**config.mk**
```make
export PLATFORM = sky130hd
export DESIGN_NAME = radial_vignette_darken_top_flat
export DESIGN_NICKNAME = d
export VERILOG_FILES = /design/src/design/rvd_pkg.sv /design/src/design/rvd_pix_if.sv /design/src/design/rvd_rgb_if.sv /design/src/design/rvd_cfg_if.sv /design/src/design/radial_vignette_darken_top.sv /design/src/flat_wrapper.sv
export SDC_FILE = /design/constraint.sdc
export NUM_CORES = 2
export LEC_CHECK = 0
export BUFFER_PORTS_ARGS = -buffer_cell sky130_fd_sc_hd__buf_2
export CAP_MARGIN = 10
export CELL_PAD_IN_SITES_DETAIL_PLACEMENT = 0
export CELL_PAD_IN_SITES_GLOBAL_PLACEMENT = 1
export CORE_ASPECT_RATIO = 1.5
export CORE_UTILIZATION = 53
export DETAILED_ROUTE_END_ITERATION = 12
export PLACE_DENSITY_LB_ADDON = 0.12
export SETUP_SLACK_MARGIN = 0.4
export SLEW_MARGIN = 20
export SYNTH_ARGS = -nofsm -noshare
export SYNTH_HDL_FRONTEND = slang
export SYNTH_SLANG_ARGS = --single-unit
```
**constraint.sdc**
```tcl
create_clock -name clk -period 35 [get_ports clk]
set_clock_uncertainty 0.05 [all_clocks]
set_input_delay 0 -clock clk [delete_from_list [all_inputs] [get_ports clk]]
set_output_delay 0 -clock clk [all_outputs]
set_load 0.01 [all_outputs]
```
**src/design/rvd_pkg.sv**
```systemverilog
// ----------------------------------------------------------------------------
// rvd_pkg
// Shared constants for the radial vignette darkening block.
// ----------------------------------------------------------------------------
`default_nettype none

package rvd_pkg;

  // Default pixel coordinate width
  localparam int COORD_WIDTH_DEF = 12;

  // Knee register width and channel width
  localparam int KNEE_WIDTH = 13;
  localparam int CHAN_WIDTH = 8;

  // Configuration port
  localparam int CFG_INDEX_WIDTH = 2;
  localparam int CFG_DATA_WIDTH  = 16;

  // Register indexes
  localparam logic [CFG_INDEX_WIDTH-1:0] REG_CENTER_X    = 2'd0;
  localparam logic [CFG_INDEX_WIDTH-1:0] REG_CENTER_Y    = 2'd1;
  localparam logic [CFG_INDEX_WIDTH-1:0] REG_KNEE_RADIUS = 2'd2;

  // Reset values
  localparam int CENTER_RESET = 500;
  localparam int KNEE_RESET   = 100;

  // Distance scale 10/9
  localparam int DIST_NUM = 10;
  localparam int DIST_DEN = 9;

endpackage

`default_nettype wire

```
**src/design/rvd_pix_if.sv**
```systemverilog
// ----------------------------------------------------------------------------
// rvd_pix_if
// Pixel input channel: coordinate and three color channels.
// ----------------------------------------------------------------------------
`default_nettype none

interface rvd_pix_if #(
  parameter int COORD_WIDTH = rvd_pkg::COORD_WIDTH_DEF
);
  logic                           valid;
  logic                           ready;
  logic [COORD_WIDTH-1:0]         pixel_x;
  logic [COORD_WIDTH-1:0]         pixel_y;
  logic [rvd_pkg::CHAN_WIDTH-1:0] red_in;
  logic [rvd_pkg::CHAN_WIDTH-1:0] green_in;
  logic [rvd_pkg::CHAN_WIDTH-1:0] blue_in;

  modport source (output valid, pixel_x, pixel_y, red_in, green_in, blue_in,
                  input ready);
  modport sink   (input valid, pixel_x, pixel_y, red_in, green_in, blue_in,
                  output ready);
endinterface

`default_nettype wire

```
**src/design/rvd_rgb_if.sv**
```systemverilog
// ----------------------------------------------------------------------------
// rvd_rgb_if
// Result channel: three color channels after the vignette.
// ----------------------------------------------------------------------------
`default_nettype none

interface rvd_rgb_if;
  logic                           valid;
  logic                           ready;
  logic [rvd_pkg::CHAN_WIDTH-1:0] red_out;
  logic [rvd_pkg::CHAN_WIDTH-1:0] green_out;
  logic [rvd_pkg::CHAN_WIDTH-1:0] blue_out;

  modport source (output valid, red_out, green_out, blue_out, input ready);
  modport sink   (input valid, red_out, green_out, blue_out, output ready);
endinterface

`default_nettype wire

```
**src/design/rvd_cfg_if.sv**
```systemverilog
// ----------------------------------------------------------------------------
// rvd_cfg_if
// Configuration write channel: register index and write data.
// ----------------------------------------------------------------------------
`default_nettype none

interface rvd_cfg_if;
  logic                                valid;
  logic                                ready;
  logic [rvd_pkg::CFG_INDEX_WIDTH-1:0] index;
  logic [rvd_pkg::CFG_DATA_WIDTH-1:0]  data;

  modport source (output valid, index, data, input ready);
  modport sink   (input valid, index, data, output ready);
endinterface

`default_nettype wire

```
**src/design/radial_vignette_darken_top.sv**
```systemverilog
// ----------------------------------------------------------------------------
// radial_vignette_darken_top
// Radial vignette: distance from a center, scaled by 10/9, darkens pixels
// beyond the knee by knee/distance.
// ----------------------------------------------------------------------------
// Throughput: one item per cycle; the whole pipeline holds while the output
//   register is full and not taken.
// The depth is set by the square root (one stage per root bit) and the
//   channel divider (one stage per quotient bit).
// Reset: clears all stage valid bits and loads center 500/500 and knee 100.
`default_nettype none

module radial_vignette_darken_top #(
  parameter int COORD_WIDTH = rvd_pkg::COORD_WIDTH_DEF
) (
  input  wire        clk,
  input  wire        rst,
  rvd_cfg_if.sink    cfg,
  rvd_pix_if.sink    pix,
  rvd_rgb_if.source  rgb
);

  localparam int W    = COORD_WIDTH;
  localparam int CW   = rvd_pkg::CHAN_WIDTH;
  localparam int KW   = rvd_pkg::KNEE_WIDTH;
  localparam int PXW  = 3 * CW;              // packed color payload
  localparam int RTW  = W + 1;               // root bits
  localparam int VW   = 2 * RTW;             // radicand, padded to even
  localparam int REMW = W + 4;               // root remainder
  localparam int NW   = RTW + 4;             // root * 10
  localparam int K    = NW + 4;              // reciprocal shift
  localparam int MW   = K - 3;               // reciprocal width
  localparam longint unsigned RECIP = (64'd1 << K) / rvd_pkg::DIST_DEN;
  localparam int DW   = RTW + 1;             // scaled distance
  localparam int RW   = DW + CW;             // divider remainder
  localparam int PW   = CW + KW;             // channel * knee
  localparam int QN   = CW;                  // quotient bits

  // ---------------------------------------------------------------------------
  // Configuration registers
  logic [W-1:0]  center_x;
  logic [W-1:0]  center_y;
  logic [KW-1:0] knee_radius;

  assign cfg.ready = 1'b1;

  always_ff @(posedge clk) begin
    if (rst) begin
      center_x    <= W'(rvd_pkg::CENTER_RESET);
      center_y    <= W'(rvd_pkg::CENTER_RESET);
      knee_radius <= KW'(rvd_pkg::KNEE_RESET);
    end else if (cfg.valid) begin
      unique case (cfg.index)
        rvd_pkg::REG_CENTER_X:    center_x    <= cfg.data[W-1:0];
        rvd_pkg::REG_CENTER_Y:    center_y    <= cfg.data[W-1:0];
        rvd_pkg::REG_KNEE_RADIUS: knee_radius <= cfg.data[KW-1:0];
        default: ;
      endcase
    end
  end

  // ---------------------------------------------------------------------------
  // Pipeline advance: every stage moves when the output register frees up
  logic adv;
  logic [QN-1:0] dv_vld;

  assign adv       = !dv_vld[QN-1] || rgb.ready;
  assign pix.ready = adv;

  // ---------------------------------------------------------------------------
  // Stage: absolute offsets
  logic           in_vld;
  logic [W-1:0]   dx;
  logic [W-1:0]   dy;
  logic [PXW-1:0] in_px;

  always_ff @(posedge clk) begin
    if (rst) begin
      in_vld <= 1'b0;
    end else if (adv) begin
      in_vld <= pix.valid;
    end
  end

  always_ff @(posedge clk) begin
    if (adv) begin
      dx    <= (pix.pixel_x >= center_x) ? pix.pixel_x - center_x : center_x - pix.pixel_x;
      dy    <= (pix.pixel_y >= center_y) ? pix.pixel_y - center_y : center_y - pix.pixel_y;
      in_px <= {pix.red_in, pix.green_in, pix.blue_in};
    end
  end

  // ---------------------------------------------------------------------------
  // Stage: squares
  logic           sqr_vld;
  logic [2*W-1:0] dx2;
  logic [2*W-1:0] dy2;
  logic [PXW-1:0] sqr_px;

  always_ff @(posedge clk) begin
    if (rst) begin
      sqr_vld <= 1'b0;
    end else if (adv) begin
      sqr_vld <= in_vld;
    end
  end

  always_ff @(posedge clk) begin
    if (adv) begin
      dx2    <= dx * dx;
      dy2    <= dy * dy;
      sqr_px <= in_px;
    end
  end

  // ---------------------------------------------------------------------------
  // Stage: sum of squares
  logic           sum_vld;
  logic [VW-1:0]  sum_v;
  logic [PXW-1:0] sum_px;

  always_ff @(posedge clk) begin
    if (rst) begin
      sum_vld <= 1'b0;
    end else if (adv) begin
      sum_vld <= sqr_vld;
    end
  end

  always_ff @(posedge clk) begin
    if (adv) begin
      sum_v  <= VW'(dx2) + VW'(dy2);
      sum_px <= sqr_px;
    end
  end

  // ---------------------------------------------------------------------------
  // Square root: one stage per root bit, two radicand bits per stage
  logic [RTW-1:0] sq_vld;
  logic [REMW-1:0] sq_rem  [RTW];
  logic [RTW-1:0]  sq_root [RTW];
  logic [VW-1:0]   sq_v    [RTW];
  logic [PXW-1:0]  sq_px   [RTW];

  for (genvar i = 0; i < RTW; i++) begin : g_sqrt
    logic            prev_vld;
    logic [REMW-1:0] prev_rem;
    logic [RTW-1:0]  prev_root;
    logic [VW-1:0]   prev_v;
    logic [PXW-1:0]  prev_px;
    logic [REMW-1:0] trial_rem;
    logic [REMW-1:0] trial_sub;

    if (i == 0) begin : g_first
      assign prev_vld  = sum_vld;
      assign prev_rem  = '0;
      assign prev_root = '0;
      assign prev_v    = sum_v;
      assign prev_px   = sum_px;
    end else begin : g_next
      assign prev_vld  = sq_vld[i-1];
      assign prev_rem  = sq_rem[i-1];
      assign prev_root = sq_root[i-1];
      assign prev_v    = sq_v[i-1];
      assign prev_px   = sq_px[i-1];
    end

    // Bring down the next bit pair and try root*4+1
    assign trial_rem = {prev_rem[REMW-3:0], prev_v[2*(RTW-1-i)+1 -: 2]};
    assign trial_sub = REMW'({prev_root, 2'b01});

    always_ff @(posedge clk) begin
      if (rst) begin
        sq_vld[i] <= 1'b0;
      end else if (adv) begin
        sq_vld[i] <= prev_vld;
      end
    end

    always_ff @(posedge clk) begin
      if (adv) begin
        sq_v[i]  <= prev_v;
        sq_px[i] <= prev_px;
        if (trial_rem >= trial_sub) begin
          sq_rem[i]  <= trial_rem - trial_sub;
          sq_root[i] <= {prev_root[RTW-2:0], 1'b1};
        end else begin
          sq_rem[i]  <= trial_rem;
          sq_root[i] <= {prev_root[RTW-2:0], 1'b0};
        end
      end
    end
  end

  // ---------------------------------------------------------------------------
  // Stage: root * 10, times the reciprocal of 9
  logic            mul_vld;
  logic [NW-1:0]   mul_n;
  logic [NW+MW-1:0] mul_p;
  logic [PXW-1:0]  mul_px;
  logic [NW-1:0]   root10;

  assign root10 = (NW'(sq_root[RTW-1]) << 3) + (NW'(sq_root[RTW-1]) << 1);

  always_ff @(posedge clk) begin
    if (rst) begin
      mul_vld <= 1'b0;
    end else if (adv) begin
      mul_vld <= sq_vld[RTW-1];
    end
  end

  always_ff @(posedge clk) begin
    if (adv) begin
      mul_n  <= root10;
      mul_p  <= (NW+MW)'(root10) * (NW+MW)'(MW'(RECIP));
      mul_px <= sq_px[RTW-1];
    end
  end

  // ---------------------------------------------------------------------------
  // Stage: correct the estimate by at most one
  logic           cor_vld;
  logic [DW-1:0]  sc_dist;
  logic [PXW-1:0] cor_px;
  logic [DW-1:0]  q_est;
  logic [NW-1:0]  q_rem;

  assign q_est = mul_p[K +: DW];
  assign q_rem = mul_n - NW'(q_est) * NW'(rvd_pkg::DIST_DEN);

  always_ff @(posedge clk) begin
    if (rst) begin
      cor_vld <= 1'b0;
    end else if (adv) begin
      cor_vld <= mul_vld;
    end
  end

  always_ff @(posedge clk) begin
    if (adv) begin
      sc_dist <= (q_rem >= NW'(rvd_pkg::DIST_DEN)) ? q_est + 1'b1 : q_est;
      cor_px  <= mul_px;
    end
  end

  // ---------------------------------------------------------------------------
  // Stage: knee compare and channel * knee products
  logic           prd_vld;
  logic           prd_dark;
  logic [DW-1:0]  prd_dist;
  logic [PXW-1:0] prd_px;
  logic [RW-1:0]  prd_num [3];

  always_ff @(posedge clk) begin
    if (rst) begin
      prd_vld <= 1'b0;
    end else if (adv) begin
      prd_vld <= cor_vld;
    end
  end

  always_ff @(posedge clk) begin
    if (adv) begin
      prd_dark <= (DW+KW)'(sc_dist) > (DW+KW)'(knee_radius);
      prd_dist <= sc_dist;
      prd_px   <= cor_px;
      for (int c = 0; c < 3; c++) begin
        prd_num[c] <= RW'(PW'(cor_px[CW*(2-c) +: CW]) * PW'(knee_radius));
      end
    end
  end

  // ---------------------------------------------------------------------------
  // Channel divider: one quotient bit per stage, three lanes
  logic           dv_dark [QN];
  logic [DW-1:0]  dv_dist [QN];
  logic [PXW-1:0] dv_px   [QN];
  logic [RW-1:0]  dv_rem  [QN][3];
  logic [CW-1:0]  dv_q    [QN][3];

  for (genvar s = 0; s < QN; s++) begin : g_div
    logic           prev_vld;
    logic           prev_dark;
    logic [DW-1:0]  prev_dist;
    logic [PXW-1:0] prev_px;
    logic [RW-1:0]  prev_rem [3];
    logic [CW-1:0]  prev_q   [3];
    logic [RW-1:0]  dsh;

    if (s == 0) begin : g_first
      assign prev_vld  = prd_vld;
      assign prev_dark = prd_dark;
      assign prev_dist = prd_dist;
      assign prev_px   = prd_px;
      for (genvar c = 0; c < 3; c++) begin : g_lane
        assign prev_rem[c] = prd_num[c];
        assign prev_q[c]   = '0;
      end
    end else begin : g_next
      assign prev_vld  = dv_vld[s-1];
      assign prev_dark = dv_dark[s-1];
      assign prev_dist = dv_dist[s-1];
      assign prev_px   = dv_px[s-1];
      for (genvar c = 0; c < 3; c++) begin : g_lane
        assign prev_rem[c] = dv_rem[s-1][c];
        assign prev_q[c]   = dv_q[s-1][c];
      end
    end

    // Divisor aligned to this quotient bit
    assign dsh = RW'(prev_dist) << (QN - 1 - s);

    always_ff @(posedge clk) begin
      if (rst) begin
        dv_vld[s] <= 1'b0;
      end else if (adv) begin
        dv_vld[s] <= prev_vld;
      end
    end

    always_ff @(posedge clk) begin
      if (adv) begin
        dv_dark[s] <= prev_dark;
        dv_dist[s] <= prev_dist;
        dv_px[s]   <= prev_px;
        for (int c = 0; c < 3; c++) begin
          if (prev_rem[c] >= dsh) begin
            dv_rem[s][c] <= prev_rem[c] - dsh;
            dv_q[s][c]   <= {prev_q[c][CW-2:0], 1'b1};
          end else begin
            dv_rem[s][c] <= prev_rem[c];
            dv_q[s][c]   <= {prev_q[c][CW-2:0], 1'b0};
          end
        end
      end
    end
  end

  // ---------------------------------------------------------------------------
  // Output: quotient when darkened, else the original channels
  assign rgb.valid     = dv_vld[QN-1];
  assign rgb.red_out   = dv_dark[QN-1] ? dv_q[QN-1][0] : dv_px[QN-1][2*CW +: CW];
  assign rgb.green_out = dv_dark[QN-1] ? dv_q[QN-1][1] : dv_px[QN-1][CW +: CW];
  assign rgb.blue_out  = dv_dark[QN-1] ? dv_q[QN-1][2] : dv_px[QN-1][0 +: CW];

  // ---------------------------------------------------------------------------
  // Assertions
  logic [NW-1:0] prd_n_chk;
  always_ff @(posedge clk) begin
    if (adv) begin
      prd_n_chk <= mul_n;
    end
  end

  a_rst_empty: assert property (@(posedge clk) disable iff (rst)
    $past(rst) |-> !rgb.valid)
    else $error("output valid right after reset");

  a_sqrt_floor: assert property (@(posedge clk) disable iff (rst)
    sq_vld[RTW-1] |->
      ((VW+2)'(sq_root[RTW-1]) * (VW+2)'(sq_root[RTW-1]) <= (VW+2)'(sq_v[RTW-1])) &&
      (((VW+2)'(sq_root[RTW-1]) + 1'b1) * ((VW+2)'(sq_root[RTW-1]) + 1'b1) >
       (VW+2)'(sq_v[RTW-1])))
    else $error("square root not floor");

  a_scale_div: assert property (@(posedge clk) disable iff (rst)
    cor_vld |-> (NW+4)'(sc_dist) * (NW+4)'(rvd_pkg::DIST_DEN) <= (NW+4)'(prd_n_chk) &&
      (NW+4)'(prd_n_chk) < (NW+4)'(sc_dist) * (NW+4)'(rvd_pkg::DIST_DEN) +
      (NW+4)'(rvd_pkg::DIST_DEN))
    else $error("distance scaling off");

  a_dark_le: assert property (@(posedge clk) disable iff (rst)
    rgb.valid && dv_dark[QN-1] |->
      rgb.red_out <= dv_px[QN-1][2*CW +: CW] &&
      rgb.green_out <= dv_px[QN-1][CW +: CW] &&
      rgb.blue_out <= dv_px[QN-1][0 +: CW])
    else $error("darkened channel exceeds input");

endmodule

`default_nettype wire

```
**src/flat_wrapper.sv**
```systemverilog
// flat-port wrapper written by rule: the top's interface ports become plain ports
module radial_vignette_darken_top_flat 
#(
  parameter int COORD_WIDTH = rvd_pkg::COORD_WIDTH_DEF
)
  (clk, rst, cfg_valid, cfg_index, cfg_data, cfg_ready, pix_valid, pix_pixel_x, pix_pixel_y, pix_red_in, pix_green_in, pix_blue_in, pix_ready, rgb_valid, rgb_red_out, rgb_green_out, rgb_blue_out, rgb_ready);
  rvd_cfg_if cfg_i ();
  rvd_pix_if #(.COORD_WIDTH(COORD_WIDTH)) pix_i ();
  rvd_rgb_if rgb_i ();
  input  wire clk;
  input  wire rst;
  input wire logic [$bits(cfg_i.valid)-1:0] cfg_valid;
  input wire logic [$bits(cfg_i.index)-1:0] cfg_index;
  input wire logic [$bits(cfg_i.data)-1:0] cfg_data;
  output wire logic [$bits(cfg_i.ready)-1:0] cfg_ready;
  input wire logic [$bits(pix_i.valid)-1:0] pix_valid;
  input wire logic [$bits(pix_i.pixel_x)-1:0] pix_pixel_x;
  input wire logic [$bits(pix_i.pixel_y)-1:0] pix_pixel_y;
  input wire logic [$bits(pix_i.red_in)-1:0] pix_red_in;
  input wire logic [$bits(pix_i.green_in)-1:0] pix_green_in;
  input wire logic [$bits(pix_i.blue_in)-1:0] pix_blue_in;
  output wire logic [$bits(pix_i.ready)-1:0] pix_ready;
  output wire logic [$bits(rgb_i.valid)-1:0] rgb_valid;
  output wire logic [$bits(rgb_i.red_out)-1:0] rgb_red_out;
  output wire logic [$bits(rgb_i.green_out)-1:0] rgb_green_out;
  output wire logic [$bits(rgb_i.blue_out)-1:0] rgb_blue_out;
  input wire logic [$bits(rgb_i.ready)-1:0] rgb_ready;
  assign cfg_i.valid = cfg_valid;
  assign cfg_i.index = cfg_index;
  assign cfg_i.data = cfg_data;
  assign cfg_ready = cfg_i.ready;
  assign pix_i.valid = pix_valid;
  assign pix_i.pixel_x = pix_pixel_x;
  assign pix_i.pixel_y = pix_pixel_y;
  assign pix_i.red_in = pix_red_in;
  assign pix_i.green_in = pix_green_in;
  assign pix_i.blue_in = pix_blue_in;
  assign pix_ready = pix_i.ready;
  assign rgb_valid = rgb_i.valid;
  assign rgb_red_out = rgb_i.red_out;
  assign rgb_green_out = rgb_i.green_out;
  assign rgb_blue_out = rgb_i.blue_out;
  assign rgb_i.ready = rgb_ready;
  radial_vignette_darken_top #(.COORD_WIDTH(COORD_WIDTH)) u_core (.clk(clk), .rst(rst), .cfg(cfg_i), .pix(pix_i), .rgb(rgb_i));
endmodule
```
# ---- Word level (Yosys, flattened, before mapping)
# Memory sizes are Yosys's and may differ from the RTL's. A register that Yosys moved wholly into a read port is not among the register bits.
# Index checks and enable logic that the tools add are counted.
dict set report word_totals {
  register_bits 360
  mem_bits_rw 2122
  input_bits 71
  out_inout_bits 27
  word_cells 534
  mem_count 10
}
# name words word_bits rd rd_ports_with_merged_regs wr line
set memory_table {}
lappend memory_table {u_core.dv_rem 8 66 7 0 8 radial_vignette_darken_top.sv:279} ;# logic [RW-1:0] dv_rem [QN][3];
lappend memory_table {u_core.sq_v 13 26 12 0 13 radial_vignette_darken_top.sv:142} ;# logic [VW-1:0] sq_v [RTW];
lappend memory_table {u_core.sq_px 13 24 13 1 13 radial_vignette_darken_top.sv:143} ;# logic [PXW-1:0] sq_px [RTW];
lappend memory_table {u_core.sq_rem 13 16 12 0 13 radial_vignette_darken_top.sv:140} ;# logic [REMW-1:0] sq_rem [RTW];
lappend memory_table {u_core.dv_px 8 24 8 0 8 radial_vignette_darken_top.sv:278} ;# logic [PXW-1:0] dv_px [QN];
lappend memory_table {u_core.dv_q 8 24 8 0 8 radial_vignette_darken_top.sv:280} ;# logic [CW-1:0] dv_q [QN][3];
lappend memory_table {{4 more memories} -- -- -- -- -- --}
dict set report classes {
  addsub 45
  multipliers 7
  magnitude_cmp 41
  eq_ne 2
  muxes 304
  n_bitwise 74
  reduce_logical 6
}
# cell n
set ops {}
lappend ops {{two-way mux 22 bit} 24}
lappend ops {{two-way mux 1 bit} 224}
lappend ops {{two-way mux 8 bit} 27}
lappend ops {{two-way mux 16 bit} 13}
lappend ops {{greater-or-equal comparator 16 x 15 -> 1 bit} 12}
lappend ops {{subtractor 16 x 15 -> 16 bit} 12}
lappend ops {{two-way mux 13 bit} 13}
lappend ops {{bitwise OR 1 bit} 74}
lappend ops {{greater-or-equal comparator 22 x 14 -> 1 bit} 3}
lappend ops {{greater-or-equal comparator 22 x 15 -> 1 bit} 3}
lappend ops {{greater-or-equal comparator 22 x 16 -> 1 bit} 3}
lappend ops {{greater-or-equal comparator 22 x 17 -> 1 bit} 3}
lappend ops {{greater-or-equal comparator 22 x 18 -> 1 bit} 3}
lappend ops {{greater-or-equal comparator 22 x 19 -> 1 bit} 3}
lappend ops {{greater-or-equal comparator 22 x 20 -> 1 bit} 3}
lappend ops {{greater-or-equal comparator 22 x 21 -> 1 bit} 3}
lappend ops {{subtractor 22 x 14 -> 22 bit} 3}
lappend ops {{subtractor 22 x 15 -> 22 bit} 3}
lappend ops {{subtractor 22 x 16 -> 22 bit} 3}
lappend ops {{subtractor 22 x 17 -> 22 bit} 3}
lappend ops {{subtractor 22 x 18 -> 22 bit} 3}
lappend ops {{subtractor 22 x 19 -> 22 bit} 3}
lappend ops {{subtractor 22 x 20 -> 22 bit} 3}
lappend ops {{subtractor 22 x 21 -> 22 bit} 3}
lappend ops {{22 further kinds} 32}

# ---- Depth between registers and ports, before layout
# An unclocked memory read counts as a cell.
dict set report logic_depth {
  depth_word 6
  mapped_depth 33
  ltp_nobuf 33
}

# ---- Worst setup path before layout
# Ideal clock, no wire load.
dict set report synth_path {
  path_type {register to register}
  start {reg u_core.dv_vld[7] (netlist: u_core.rgb.valid)}
  end {mem u_core.dv_q[1][17] (netlist bit), data pin}
  setup_time_ns 0.289
  arrival_time_ns 24.560
  t_required_ns 34.661
  slack_ns 10.101
  path_stages_with_launch 8
  n_path_buf 4
  period_less_slack_ns 24.899
  cell_sequence {dfxtp_1 > nor2b_1 > clkbuf_1 > inv_1 > clkbuf_1 > clkbuf_1 > clkbuf_1 > and2_1}
}
# item line
set synth_lines {}
lappend synth_lines {{start, declared} radial_vignette_darken_top.sv:65} ;# logic [QN-1:0] dv_vld;
lappend synth_lines {{start signal, assigned by index} radial_vignette_darken_top.sv:318} ;# dv_vld[s] <= prev_vld;
lappend synth_lines {{end, declared} radial_vignette_darken_top.sv:280}

==> results.md <==
- Outcome: finished clean
- Number of synthesized flops with an enable pin: 1938
- Max clock buf depth: 4
- Max Freq: between 100 and 150 MHz
- GRT Overall Usage: 0.247
- Port Buf Inserts: between 90 and 100
- Die Height: 564 um
- Synth warn: 0
- Seq/Total Area, Yosys: 0.533
- Final ANT Viol Nets: 0
- Synth Instances: roughly 9000
- Wire per inst: approximately 21 um
- CP endpoint kind: register
- Share of layout cells above drive strength 1: 0.0629
- Largest net degree at the start of global routing: 188
- RSZ-0062 raised after global routing: false
- DR vias/cell: 5.45
- CP peak stage delay: around 0.58 ns
- Root buffer cell: clkbuf_16
- CTS buffer count: 200
- Syn avg cell area: roughly 12 um2
- Slew Viols, Final: 0
- Post-DP Area: between 100000 and 150000 um2
- Register area: 59500 um2
- Filler cells: 16847
- Prevailing post-synth register cell: edfxtp_1
- Critical Path Start: u_core.sq_root[1][52]$_DFFE_PP_
- Worst setup path category: register to register
- Vias in the first global route: about 70000
- Commonest non-fill, non-tap cell in the layout: edfxtp_1
- Initial core utilization: 0.535
- 1st-iter DRT viols: 3308
- Async set or reset register ratio after synthesis: 0
- Post-Syn Area: between 100000 and 150000 um2
- Drt pass-1 iters: 6
- Die span in x: ~380 um
- Crit path capture: u_core.mul_p[34]$_DFFE_PN_
- Global-route wire length before repair: 395000 um
- Global route overflow: 0
- Most frequent cells in the layout: edfxtp_1 (1938), inv_1 (1013), ha_1 (911)
- Via count: 67865
- CTS tree: yes
- R2r setup slk: ~26 ns
- Fin crit period: approximately 8.7 ns
- Final Hold Fails: 0
- Fin Setup TNS: 0 ns
- Post-synth cell types: approximately 90
- Max stage delay cell, worst path: edfxtp_1
- Area of the multi-input gates: around 48000 um2
- Io pins: between 90 and 100
- CTS H-tree lvls: 4
- Synth area leader: edfxtp_1
- CP required: approximately 36 ns
- Final net count: 10902
- Synthesized Nets: around 11000
- Synthesized flop and latch total: about 2000
- Number of max-cap violations: 0
- HPWL after DPL: roughly 200000 um
- Area share of the largest cell type after synthesis: 0.521
- Worst reg2reg path depth: 32
- Setup crit start kind: register
- Measured slew at the worst slew-check pin: roughly 1.2 ns
- Worst Path Arrival: roughly 9.3 ns
- # clock sinks: about 2000
- Crit Reg-Reg Startpoint: u_core.sq_root[1][52]$_DFFE_PP_
- R2r endpoint: u_core.mul_p[34]$_DFFE_PN_
- Die area: 212000 um2
- Rel. slew slack: 0.178
- Area of the core: between 200000 and 250000 um2
- Clk slew on worst S/H paths: 0.06 ns
- Design Area, Final: roughly 120000 um2
- CP Max Fanout: 6
- Area contributors post-synth: edfxtp_1 (52%), ha_1 (10%), fa_1 (7.9%)
- Hold Path Class: input port to register
- Crit-path most repeated cell: inv_1
- Final setup fails: 0
- Worst skew pair latency: just under 0.9 ns
- Antenna violations before repair: 9
- Drt drc: 0
- Tcrit/Tclk final: 0.249
- Routability cong.: around 1.0
- Row count: just over 200
- WL final: approximately 260000 um
- Area grow syn2layout: 10.6%
-- sequential cells by signal (all words and copies together), names as in the netlist, 14 cells and up --
name / cells
u_core.g_sqrt.prev_px: 24
u_core.sc_dist: 14
u_core.dv_rem: 462
u_core.mul_px: 24
u_core.dy2: 23
u_core.dv_dist: 98
u_core.g_div.prev_dist: 14
u_core.in_px: 24
u_core.cor_px: 24
u_core.mul_n: 15
u_core.g_sqrt.prev_v: 25
u_core.prd_num: 63
u_core.dx2: 23
u_core.sq_root: 91
u_core.dv_q: 108
u_core.sqr_px: 24
u_core.sq_px: 312
u_core.sq_rem: 152
u_core.sq_v: 156
u_core.dv_px: 192
u_core.g_div.prev_px: 24
u_core.mul_p: 15
-- cells in the mapped netlist, drive strengths merged, types with 70 or more instances --
cell type and number:
inv 1019, nor2b 121, edfxtp 1938, xor2 234, nor2 589, nor3 196, nand2 675, nand4 70
mux2 72, and2 271, fa 443, xnor2 316, a21o 136, o21ai 351, clkbuf 168, nand3 110
a21oi 549, ha 911, nand2b 85, o21a 96
-- worst max-delay path, delay by kind of cell, from the launching register on --
kind                       cells  cell delay, ns
and+or+nand+nor                3            0.51
DFF                            1            0.58
adders and majority gates      8            3.39
xor gates and xnor gates       2            0.31
AOI/OAI and AO/OA             13            3.06
buffers and inverters          6            0.57
-- how the worst min path moves through the flow --
stage	from	endpoint	slack [ns]	cells past startpoint
after floorplan	pix_blue_in[0]	u_core.in_px[0]$_DFFE_PN_	0.05	0
after global placement	pix_green_in[6]	u_core.in_px[14]$_DFFE_PN_	0.13	1
after detailed placement	pix_red_in[1]	u_core.in_px[17]$_DFFE_PN_	0.13	1
after CTS	cfg_data[1]	u_core.knee_radius[1]$_SDFFE_PP0P_	0.005	4
after global routing	cfg_data[1]	u_core.knee_radius[1]$_SDFFE_PP0P_	0.05	4
final	cfg_data[1]	u_core.knee_radius[1]$_SDFFE_PP0P_	0.09	4
-- layer usage --
layer  share of wire  routed length, um  global-route usage  up-vias
met4            0.10              26300               0.211        0
met2            0.56             145000               0.489     1255
met1            0.31              81700               0.216    32873
met3           0.027               7130              0.0267      677
met5               0                  0                   0        -
li1                -                  -                   -    33060
-- final cells by class --
class,instances,share of cell area
Clock buffer,257,0.0439
Antenna cell,16,0.000324
Clock inverter,104,0.00929
Inverter,1023,0.0312
Multi-Input combinational cell,5956,0.385
Timing Repair Buffer,292,0.0192
Sequential cell,2004,0.482
Tap cell,2794,0.0283
-- repair_timing --
action / 4_1_cts / 5_1_grt
setup buffers: 0 / 0
resized for setup: 0 / 0
hold endpoints to repair: 115 / 0
hold buffers: 137 / 0
-- through the flow --
| step | setup WS [ns] | util | instances | hold WS, ns |
|---|---|---|---|---|
| global placement | 26.10 | 0.554 | 11932 | 0.126 |
| finish | 26.30 | 0.592 | 12446 | 0.0947 |
| floorplan | 10.10 | - | 9169 | 0.0489 |
| detailed placement | 26.17 | 0.554 | 11932 | 0.129 |
| global route | 25.63 | 0.592 | 12442 | 0.0547 |
| CTS | 26.19 | 0.592 | 12430 | 0.00457 |
-- kinds of logic after synthesis --
group	count (synthesis)	share of synthesized area
buf+inv	1209	0.0408
flops	2004	0.533
simple gates	2421	0.106
fa+ha+maj	1356	0.182
mux	103	0.0100
other cells	1	0.0000336
compound gates	1525	0.0847
xor+xnor	550	0.0432
Power is not shown: default switching activity piles up to over one toggle a cycle in this logic, so the estimate is an artifact.
